[config.mk]
export PLATFORM = sky130hd
export DESIGN_NAME = wildcard_byte_pattern_scanner_unit
export DESIGN_NICKNAME = d
export VERILOG_FILES = /design/src/rtl/core/wbps_pkg.sv /design/src/rtl/core/wbps_match.sv /design/src/rtl/core/wildcard_byte_pattern_scanner_unit.sv
export VERILOG_INCLUDE_DIRS = /design/src /design/src/rtl/core
export SDC_FILE = /design/constraint.sdc
export NUM_CORES = 2
export LEC_CHECK = 0
export BUFFER_PORTS_ARGS = -buffer_cell sky130_fd_sc_hd__buf_4
export CAP_MARGIN = 0
export CORE_UTILIZATION = 55
export CTS_BUF_LIST = sky130_fd_sc_hd__clkbuf_16
export CTS_CLUSTER_DIAMETER = 80
export DETAILED_ROUTE_END_ITERATION = 10
export PLACE_DENSITY = 0.71
export SYNTH_ARGS = -nofsm -noshare
export SYNTH_HDL_FRONTEND = slang
export SYNTH_SLANG_ARGS = --single-unit
[constraint.sdc]
create_clock -name clk_i -period 23.5 [get_ports clk_i]
set_input_delay 4.7 -clock clk_i [delete_from_list [all_inputs] [get_ports clk_i]]
set_output_delay 4.7 -clock clk_i [all_outputs]
set_load 0.03 [all_outputs]
[src/rtl/core/assert_macros.svh]
// Assertion macros for the scanner RTL.
`ifndef ASSERT_MACROS_SVH
`define ASSERT_MACROS_SVH

`ifndef ASSERT_OFF

// Clocked check, skipped while reset is asserted.
`define ASSERT_RST(lbl, clk, rst_n, prop, msg) \
  lbl: assert property (@(posedge clk) disable iff (!rst_n) (prop)) else $error(msg);

// Clocked check that also holds during reset.
`define ASSERT_ALWAYS(lbl, clk, prop, msg) \
  lbl: assert property (@(posedge clk) (prop)) else $error(msg);

`else

`define ASSERT_RST(lbl, clk, rst_n, prop, msg)
`define ASSERT_ALWAYS(lbl, clk, prop, msg)

`endif

`endif

[src/rtl/core/wbps_pkg.sv]
// Shared constants and a helper function for the wildcard byte pattern scanner.
`default_nettype none

package wbps_pkg;

  localparam int unsigned MAX_PATTERN_BYTES = 32;
  localparam int unsigned BYTE_W            = 8;
  localparam int unsigned WIN_W             = MAX_PATTERN_BYTES * BYTE_W;
  localparam int unsigned LEN_W             = 6;
  localparam int unsigned SHIFT_W           = $clog2(MAX_PATTERN_BYTES);
  localparam int unsigned ADDR_W            = 32;
  localparam int unsigned CFG_IDX_W         = 3;
  localparam int unsigned CFG_DATA_W        = 64;
  localparam int unsigned PAT_REGS          = 4;
  localparam int unsigned PAT_W             = PAT_REGS * CFG_DATA_W;

  localparam logic [BYTE_W-1:0] WILDCARD_BYTE = 8'h2f;

  // Configuration register indexes
  localparam logic [CFG_IDX_W-1:0] REG_PAT_0_7   = 3'd0;
  localparam logic [CFG_IDX_W-1:0] REG_PAT_8_15  = 3'd1;
  localparam logic [CFG_IDX_W-1:0] REG_PAT_16_23 = 3'd2;
  localparam logic [CFG_IDX_W-1:0] REG_PAT_24_31 = 3'd3;
  localparam logic [CFG_IDX_W-1:0] REG_PAT_LEN   = 3'd4;
  localparam logic [CFG_IDX_W-1:0] REG_BASE      = 3'd5;
  localparam logic [CFG_IDX_W-1:0] REG_OFFSET    = 3'd6;

  localparam logic [LEN_W-1:0] LEN_MAX = LEN_W'(MAX_PATTERN_BYTES);
  localparam logic [LEN_W-1:0] LEN_ONE = LEN_W'(1);

  // Zero acts as one, anything above the window depth acts as the depth.
  function automatic logic [LEN_W-1:0] active_len(input logic [LEN_W-1:0] raw);
    logic [LEN_W-1:0] len;
    len = raw;
    if (raw == '0) begin
      len = LEN_ONE;
    end else if (raw > LEN_MAX) begin
      len = LEN_MAX;
    end
    return len;
  endfunction

endpackage

`default_nettype wire

[src/rtl/core/wbps_match.sv]
// Parallel wildcard compare of the byte window against the pattern.
`default_nettype none

module wbps_match (
  input  wire logic [wbps_pkg::WIN_W-1:0] window_i,  // newest byte in the low bits
  input  wire logic [wbps_pkg::PAT_W-1:0] pattern_i, // pattern byte 0 in the low bits
  input  wire logic [wbps_pkg::LEN_W-1:0] len_i,     // active length, 1 to depth
  output logic                            hit_o
);

  logic [wbps_pkg::WIN_W-1:0]   rev_win;
  logic [wbps_pkg::WIN_W-1:0]   aligned;
  logic [wbps_pkg::LEN_W-1:0]   shift_full;
  logic [wbps_pkg::SHIFT_W-1:0] shift_amt;
  logic [wbps_pkg::MAX_PATTERN_BYTES-1:0] byte_ok;

  // Oldest byte goes to the low end, then drop the bytes older than the pattern.
  always_comb begin
    for (int j = 0; j < wbps_pkg::MAX_PATTERN_BYTES; j++) begin
      rev_win[j*wbps_pkg::BYTE_W +: wbps_pkg::BYTE_W] =
        window_i[(wbps_pkg::MAX_PATTERN_BYTES-1-j)*wbps_pkg::BYTE_W +: wbps_pkg::BYTE_W];
    end
  end

  assign shift_full = wbps_pkg::LEN_MAX - len_i;
  assign shift_amt  = shift_full[wbps_pkg::SHIFT_W-1:0];
  assign aligned    = rev_win >> {shift_amt, 3'b000};

  for (genvar x = 0; x < wbps_pkg::MAX_PATTERN_BYTES; x++) begin : g_cmp
    logic [wbps_pkg::BYTE_W-1:0] pat_b;
    logic [wbps_pkg::BYTE_W-1:0] win_b;
    assign pat_b = pattern_i[x*wbps_pkg::BYTE_W +: wbps_pkg::BYTE_W];
    assign win_b = aligned[x*wbps_pkg::BYTE_W +: wbps_pkg::BYTE_W];
    assign byte_ok[x] = (wbps_pkg::LEN_W'(x) >= len_i) ||
                        (pat_b == wbps_pkg::WILDCARD_BYTE) ||
                        (pat_b == win_b);
  end

  assign hit_o = &byte_ok;

endmodule

`default_nettype wire

[src/rtl/core/wildcard_byte_pattern_scanner_unit.sv]
// Top level of the wildcard byte pattern scanner.
//
//  channel | direction | handshake          | payload
//  --------+-----------+--------------------+-------------------------------
//  in      | sink      | in_valid/in_stall  | data_byte, last_byte
//  out     | source    | out_valid/out_stall| found, match_address
//  cfg     | sink      | cfg_valid/ready    | cfg_index, cfg_data
//
// One byte per cycle sustained while no output stall holds the flow; each byte
// waits in the input register, then the window compare and address add load the
// result register.
// Reset clears control state and the configuration; the window is not cleared,
// the fill count gates the compare instead.
// An output stall holds the result register and backs up into the input register.
`default_nettype none

module wildcard_byte_pattern_scanner_unit (
  input  wire logic                                clk_i,
  input  wire logic                                rst_ni,
  input  wire logic                                in_valid_i,
  output logic                                     in_stall_o,
  input  wire logic [wbps_pkg::BYTE_W-1:0]         data_byte_i,
  input  wire logic                                last_byte_i,
  output logic                                     out_valid_o,
  input  wire logic                                out_stall_i,
  output logic                                     found_o,
  output logic [wbps_pkg::ADDR_W-1:0]              match_address_o,
  input  wire logic                                cfg_valid_i,
  output logic                                     cfg_ready_o,
  input  wire logic [wbps_pkg::CFG_IDX_W-1:0]      cfg_index_i,
  input  wire logic [wbps_pkg::CFG_DATA_W-1:0]     cfg_data_i
);

`include "assert_macros.svh"

  // Configuration
  logic [wbps_pkg::PAT_W-1:0]  pattern_q;
  logic [wbps_pkg::LEN_W-1:0]  pat_len_q;
  logic [wbps_pkg::ADDR_W-1:0] base_q;
  logic [wbps_pkg::ADDR_W-1:0] offset_q;
  logic                        cfg_we;

  assign cfg_ready_o = 1'b1;
  assign cfg_we      = cfg_valid_i && cfg_ready_o;

  always_ff @(posedge clk_i or negedge rst_ni) begin
    if (!rst_ni) begin
      pattern_q <= '0;
      pat_len_q <= wbps_pkg::LEN_ONE;
      base_q    <= '0;
      offset_q  <= '0;
    end else if (cfg_we) begin
      unique case (cfg_index_i)
        wbps_pkg::REG_PAT_0_7,
        wbps_pkg::REG_PAT_8_15,
        wbps_pkg::REG_PAT_16_23,
        wbps_pkg::REG_PAT_24_31:
          pattern_q[cfg_index_i[1:0]*wbps_pkg::CFG_DATA_W +: wbps_pkg::CFG_DATA_W] <=
            cfg_data_i;
        wbps_pkg::REG_PAT_LEN: pat_len_q <= cfg_data_i[wbps_pkg::LEN_W-1:0];
        wbps_pkg::REG_BASE:    base_q    <= cfg_data_i[wbps_pkg::ADDR_W-1:0];
        wbps_pkg::REG_OFFSET:  offset_q  <= cfg_data_i[wbps_pkg::ADDR_W-1:0];
        default: ;
      endcase
    end
  end

  // Input register
  logic                        s1_valid_q;
  logic [wbps_pkg::BYTE_W-1:0] s1_byte_q;
  logic                        s1_last_q;
  logic                        in_xfer;
  logic                        advance;

  logic                        out_valid_q;
  logic                        found_q;
  logic [wbps_pkg::ADDR_W-1:0] addr_q;

  assign advance    = s1_valid_q && (!out_valid_q || !out_stall_i);
  assign in_stall_o = s1_valid_q && out_valid_q && out_stall_i;
  assign in_xfer    = in_valid_i && !in_stall_o;

  always_ff @(posedge clk_i or negedge rst_ni) begin
    if (!rst_ni) begin
      s1_valid_q <= 1'b0;
    end else if (in_xfer) begin
      s1_valid_q <= 1'b1;
    end else if (advance) begin
      s1_valid_q <= 1'b0;
    end
  end

  always_ff @(posedge clk_i) begin
    if (in_xfer) begin
      s1_byte_q <= data_byte_i;
      s1_last_q <= last_byte_i;
    end
  end

  // Stream state
  logic [wbps_pkg::WIN_W-1:0]  window_q;
  logic [wbps_pkg::WIN_W-1:0]  window_d;
  logic [wbps_pkg::LEN_W-1:0]  fill_q;
  logic [wbps_pkg::LEN_W-1:0]  fill_d;
  logic [wbps_pkg::ADDR_W-1:0] pos_q;
  logic                        reported_q;
  logic [wbps_pkg::LEN_W-1:0]  len;
  logic                        win_hit;
  logic                        hit;
  logic                        not_found;
  logic [wbps_pkg::ADDR_W-1:0] hit_addr;

  assign len      = wbps_pkg::active_len(pat_len_q);
  assign window_d = {window_q[wbps_pkg::WIN_W-wbps_pkg::BYTE_W-1:0], s1_byte_q};
  assign fill_d   = (fill_q == wbps_pkg::LEN_MAX) ? fill_q : fill_q + wbps_pkg::LEN_ONE;

  wbps_match u_match (
    .window_i  (window_d),
    .pattern_i (pattern_q),
    .len_i     (len),
    .hit_o     (win_hit)
  );

  assign hit       = !reported_q && (fill_d >= len) && win_hit;
  assign not_found = s1_last_q && !reported_q && !hit;
  // Start of the window is pos + 1 - len.
  assign hit_addr  = base_q + offset_q + pos_q + wbps_pkg::ADDR_W'(1)
                     - wbps_pkg::ADDR_W'(len);

  always_ff @(posedge clk_i) begin
    if (advance) begin
      window_q <= window_d;
    end
  end

  always_ff @(posedge clk_i or negedge rst_ni) begin
    if (!rst_ni) begin
      fill_q     <= '0;
      pos_q      <= '0;
      reported_q <= 1'b0;
    end else if (advance) begin
      if (s1_last_q) begin
        // End of image: clear for the next one.
        fill_q     <= '0;
        pos_q      <= '0;
        reported_q <= 1'b0;
      end else begin
        fill_q     <= fill_d;
        pos_q      <= pos_q + wbps_pkg::ADDR_W'(1);
        reported_q <= reported_q || hit;
      end
    end
  end

  // Result register
  logic out_load;

  assign out_load = advance && (hit || not_found);

  always_ff @(posedge clk_i or negedge rst_ni) begin
    if (!rst_ni) begin
      out_valid_q <= 1'b0;
    end else if (out_load) begin
      out_valid_q <= 1'b1;
    end else if (!out_stall_i) begin
      out_valid_q <= 1'b0;
    end
  end

  always_ff @(posedge clk_i) begin
    if (out_load) begin
      found_q <= hit;
      addr_q  <= hit ? hit_addr : '0;
    end
  end

  assign out_valid_o     = out_valid_q;
  assign found_o         = found_q;
  assign match_address_o = addr_q;

  `ASSERT_RST(a_notfound_addr_zero, clk_i, rst_ni, out_valid_q && !found_q |-> addr_q == '0, "not-found result carries a nonzero address")
  `ASSERT_RST(a_hit_sets_reported, clk_i, rst_ni, out_load && hit && !s1_last_q |=> reported_q, "match not recorded")
  `ASSERT_RST(a_no_second_result, clk_i, rst_ni, advance && reported_q |-> !out_load, "result after a match in the same image")
  `ASSERT_ALWAYS(a_fill_bound, clk_i, fill_q <= wbps_pkg::LEN_MAX, "fill count past window depth")

endmodule

`default_nettype wire

==> flow_summary.yaml <==
logic_synthesis:
  yosys_most_used_dff: "dfrtp_1"
  synth_warnings: 0
  syn_avg_cell_area_um2: 9.42
  cell_type_with_the_largest_total_area_after_synthesis: "dfrtp_1"
  ys_ff_latch: 657
  synth-async-reset-ratio_pct: 55.9
  synth.yosys.seq_area_share_pct: 36.5
  synth_area_leaders: "dfrtp_1, edfxtp_1, mux2i_1, nand2_1, mux4_2"
  synth_edf_count: 290
  mappedNetlistArea_mm2: 0.0491
  number_of_distinct_library_cells_after_synthesis: 110
  netlist_instances: 5210
  mappedNetlistNets: 5402
  synth_largest_type_area_fraction_pct: 18.7
pwr:
  clkPwrFrac_pct: 16.2
  power_density_over_the_cells_mw_per_mm2: 137
  vdd_ir_drop_max_v: 0.000102
  netSwitchingPower_mw: 3.82
  seq_pwr_share_pct: 20.7
  power.internal_mw: 3.47
  power_leakage_nw: 21.3
  swShare_pct: 52.4
  power_share_of_the_combinational_group_pct: 63.1
placement:
  preCtsSetupSlack_ns: 13.66
  post-dp-hpwl_mm: 167
  place_inst: 6226
  buffer_ports.inserted: 115
  routabilityCongestion: 1.13
timing:
  hold_slack_ns: 0.489
  worst-slew-pin-transition_ns: 1.47
  max-slew-margin-rel_pct: -0.522
  finalHoldViolCount: 0
  layout_worst_path_cycle_share_pct: 42.3
  finalWorstPathRequiredPeriod_ns: 9.93
  report.final.slew_viol_count: 1
  postLayoutSetupSlackWorst_ns: 13.57
  fin_tns_setup_ns: 0
  achievable-frequency_mhz: 101
  final.setup_skew_ns: 0.0205
  grt_setup_unrepaired: "false"
  setup_viol: 0
clocking:
  cts_hold_repair_buffers: 0
  post_cts.resized_instances: 0
  worst_setup_hold_path_clk_slew_ns: 0.06
  tritoncts.num_buffers: 78
  clk_latency_worst_skew_pair_ns: 0.67
  cts-htree-levels: 3
  tritoncts_num_sinks: 657
  clock_tree.root_cell: "clkbuf_16"
  postCtsSetupBuffers: 0
  tritoncts: "done"
  cts.path.max_buffers: 3
outcome:
  failed_checks: "max-capacitance violations, max-slew violations"
  run_status: "complete, but fails checks"
die:
  floorplan.die.width_um: 301
  initial_utilization_pct: 55.5
  die_area_mm2: 0.0904
  placeableCoreArea_mm2: 0.0884
  boundaryPins: 117
  die-height_um: 301
  rows: 109
finish:
  final_cells: 6374
  final_nets: 5335
  area_growth_pct: 8.15
  final_core_util_pct: 60.1
  post_route_cells_drive_above_1_share_pct: 13.3
  fill_cell_instance_count_of_the_final_layout: 7505
drt:
  via_count: 45712
  avgViaCountPerCell: 7.17
  postRouteWirelength_mm: 225
  detailedRoute.firstIterationViolations: 7333
  postRouteAntennaNets: 0
  wl_per_instance_um: 35.3
  drt_drc_violations_left: 0
  detailedRoute.firstPassIterationCount: 7
setup_path:
  crit_fanout: 139
  crit_arrival_ns: 10.24
  critPathCaptureType: "flop"
  worst-endpoint-required_ns: 23.80
  timing.setup.critical_path_class: "flop to flop"
  worst_setup_path_start_kind: "flop"
run:
  cap_viol_max_count: 1
grt:
  grt_max_degree: 146
  wire_length_of_the_first_global_routing_pass_mm: 317
  grt_pass1_vias: 41964
  global_route.usage.total_pct: 49.3
  antenna_found_initial: 10
  grt_overflow_total: 0
hold_path:
  min_path_type: "flop to flop"
-- state kept, by name (all words and copies together), names as in the netlist, 6 cells and up --
| name | flops |
|---|---|
| pattern_q | 256 |
| s1_byte_q | 8 |
| offset_q | 32 |
| base_q | 32 |
| fill_q | 6 |
| pat_len_q | 6 |
| match_address_o | 32 |
| pos_q | 32 |
| window_q | 248 |
-- path summary, 6_finish.rpt --
path	from	endpoint	slack, ns	depth (start not counted)
max	pat_len_q[2]	match_address_o[31]	13.57	21
min	window_q[237]	window_q[245]	0.49	0
max reg2reg	pat_len_q[2]	match_address_o[31]	13.57	21
min reg2reg	window_q[237]	window_q[245]	0.49	0
max in group asynchronous	rst_ni	pattern_q[164]	16.23	4
min in group asynchronous	rst_ni	s1_valid_q	3.99	1
-- synthesized netlist by cell type (19+ instances only) --
| cell | instances |
|---|---|
| o21ai_0 | 400 |
| inv_1 | 183 |
| mux2_2 | 148 |
| nand4_1 | 50 |
| nor4_1 | 50 |
| fa_1 | 35 |
| o21a_1 | 22 |
| nand3_1 | 90 |
| edfxtp_1 | 290 |
| a32oi_1 | 22 |
| o31ai_1 | 22 |
| a211oi_1 | 34 |
| dfrtp_1 | 366 |
| nand2b_1 | 25 |
| mux4_2 | 94 |
| a21o_1 | 24 |
| xor2_1 | 137 |
| a21oi_1 | 204 |
| o32ai_1 | 21 |
| xnor2_1 | 174 |
| o221ai_1 | 22 |
| mux2i_1 | 446 |
| or3_1 | 21 |
| nor2_1 | 210 |
| nor4b_1 | 25 |
| a22oi_1 | 25 |
| or4b_2 | 19 |
| nor2b_1 | 19 |
| nand2_1 | 838 |
| clkbuf_1 | 208 |
| buf_2 | 83 |
| o211ai_1 | 42 |
| buf_1 | 34 |
| buf_4 | 28 |
| o22ai_1 | 101 |
| a221oi_1 | 22 |
| a31oi_1 | 64 |
| ha_1 | 76 |
| nor3b_1 | 26 |
| nor3_1 | 99 |
| and2_1 | 24 |
| and3_1 | 36 |
-- logic make-up (layout without fill, tap and decap cells) --
group | after synthesis | in the layout | synth area share (%)
AND/OR/NAND/NOR | 1611 | 1611 | 15.4
AO/OA/AOI/OAI | 1260 | 1260 | 16.9
flip-flops | 657 | 657 | 36.5
multiplexers | 689 | 689 | 16.8
other | 1 | 8 | 0.00764
buffers and inverters | 569 | 561 | 5.38
adder cells (fa/ha/maj) | 111 | 111 | 3.36
XOR/XNOR | 312 | 312 | 5.61
-- through the flow --
step                power, mW  cell area (µm²)
floorplan                4.18            49100
global placement         5.77            50600
detailed placement       5.79            50600
CTS                      6.98            53000
global route             7.42            53100
finish                   7.29            53100
-- power groups by stage --
stage / combinational (mW) / sequential (mW) / clock [mW]
after floorplan: 2.73 / 1.45 / 0
after global placement: 4.26 / 1.51 / 0
after detailed placement: 4.28 / 1.52 / 0
after CTS: 4.30 / 1.50 / 1.19
after global routing: 4.68 / 1.51 / 1.23
final: 4.60 / 1.51 / 1.18
-- metal layers --
metal / global-route usage (%) / share of wire, %
met1: 61.8 / 36
met2: 68.1 / 40
met3: 20.5 / 15
met4: 35.1 / 8.7
met5: 1.27 / 0.082
-- cells in the final DEF (no fill, tap or decap), types with 22 or more instances in the layout --
| master | synthesis | routed |
|---|---|---|
| xor2_1 | 137 | 137 |
| nor3b_1 | 26 | 23 |
| mux4_2 | 94 | 94 |
| o31ai_1 | 22 | 22 |
| nor4b_1 | 25 | 25 |
| and2_1 | 24 | 24 |
| clkbuf_16 | 0 | 83 |
| o22ai_1 | 101 | 101 |
| buf_4 | 28 | 228 |
| nor2_1 | 210 | 209 |
| inv_1 | 183 | 194 |
| nor4_1 | 50 | 46 |
| a21o_1 | 24 | 24 |
| nand2b_1 | 25 | 25 |
| nor3_1 | 99 | 98 |
| o221ai_1 | 22 | 22 |
| a211oi_1 | 34 | 32 |
| mux2_2 | 148 | 148 |
| and3_1 | 36 | 36 |
| a31oi_1 | 64 | 64 |
| a22oi_1 | 25 | 25 |
| xnor2_1 | 174 | 173 |
| nand2_1 | 838 | 838 |
| fa_1 | 35 | 35 |
| o21ai_0 | 400 | 399 |
| o211ai_1 | 42 | 42 |
| nand4_1 | 50 | 50 |
| dfrtp_1 | 366 | 365 |
| ha_1 | 76 | 75 |
| a32oi_1 | 22 | 22 |
| nand3_1 | 90 | 88 |
| mux2i_1 | 446 | 442 |
| edfxtp_1 | 290 | 290 |
| o21a_1 | 22 | 22 |
| a21oi_1 | 204 | 204 |
-- layout make-up --
| type | instances | area, µm² | share of cell area (%) |
|---|---|---|---|
| Inverter | 187 | 718 | 1.35 |
| Clock inverter | 56 | 358 | 0.674 |
| Tap cell | 1165 | 1460 | 2.75 |
| Antenna cell | 7 | 17.5 | 0.0330 |
| Timing Repair Buffer | 235 | 1830 | 3.46 |
| Sequential cell | 657 | 17900 | 33.7 |
| Clock buffer | 83 | 2080 | 3.91 |
| Multi-Input combinational cell | 3984 | 28700 | 54.1 |
-- worst max-delay path, stage by stage (launching register included) --
cell and delay (ns):
dfrtp_1 0.65, or4_4 0.93, a21oi_4 0.43, inv_8 0.27, ha_1 0.28, buf_4 0.23, xnor2_4 0.66, buf_4 0.45
buf_12 0.53, mux2i_1 0.22, mux4_2 0.57, a22o_1 0.23, nor4_1 0.26, a21oi_1 0.08, nor4_1 0.97, o22ai_1 0.18
a2111oi_0 0.85, nand4_1 0.41, buf_4 0.33, nor3_2 0.15, a21o_1 0.14, buf_4 0.40
Power figures use the tool's default switching activity.
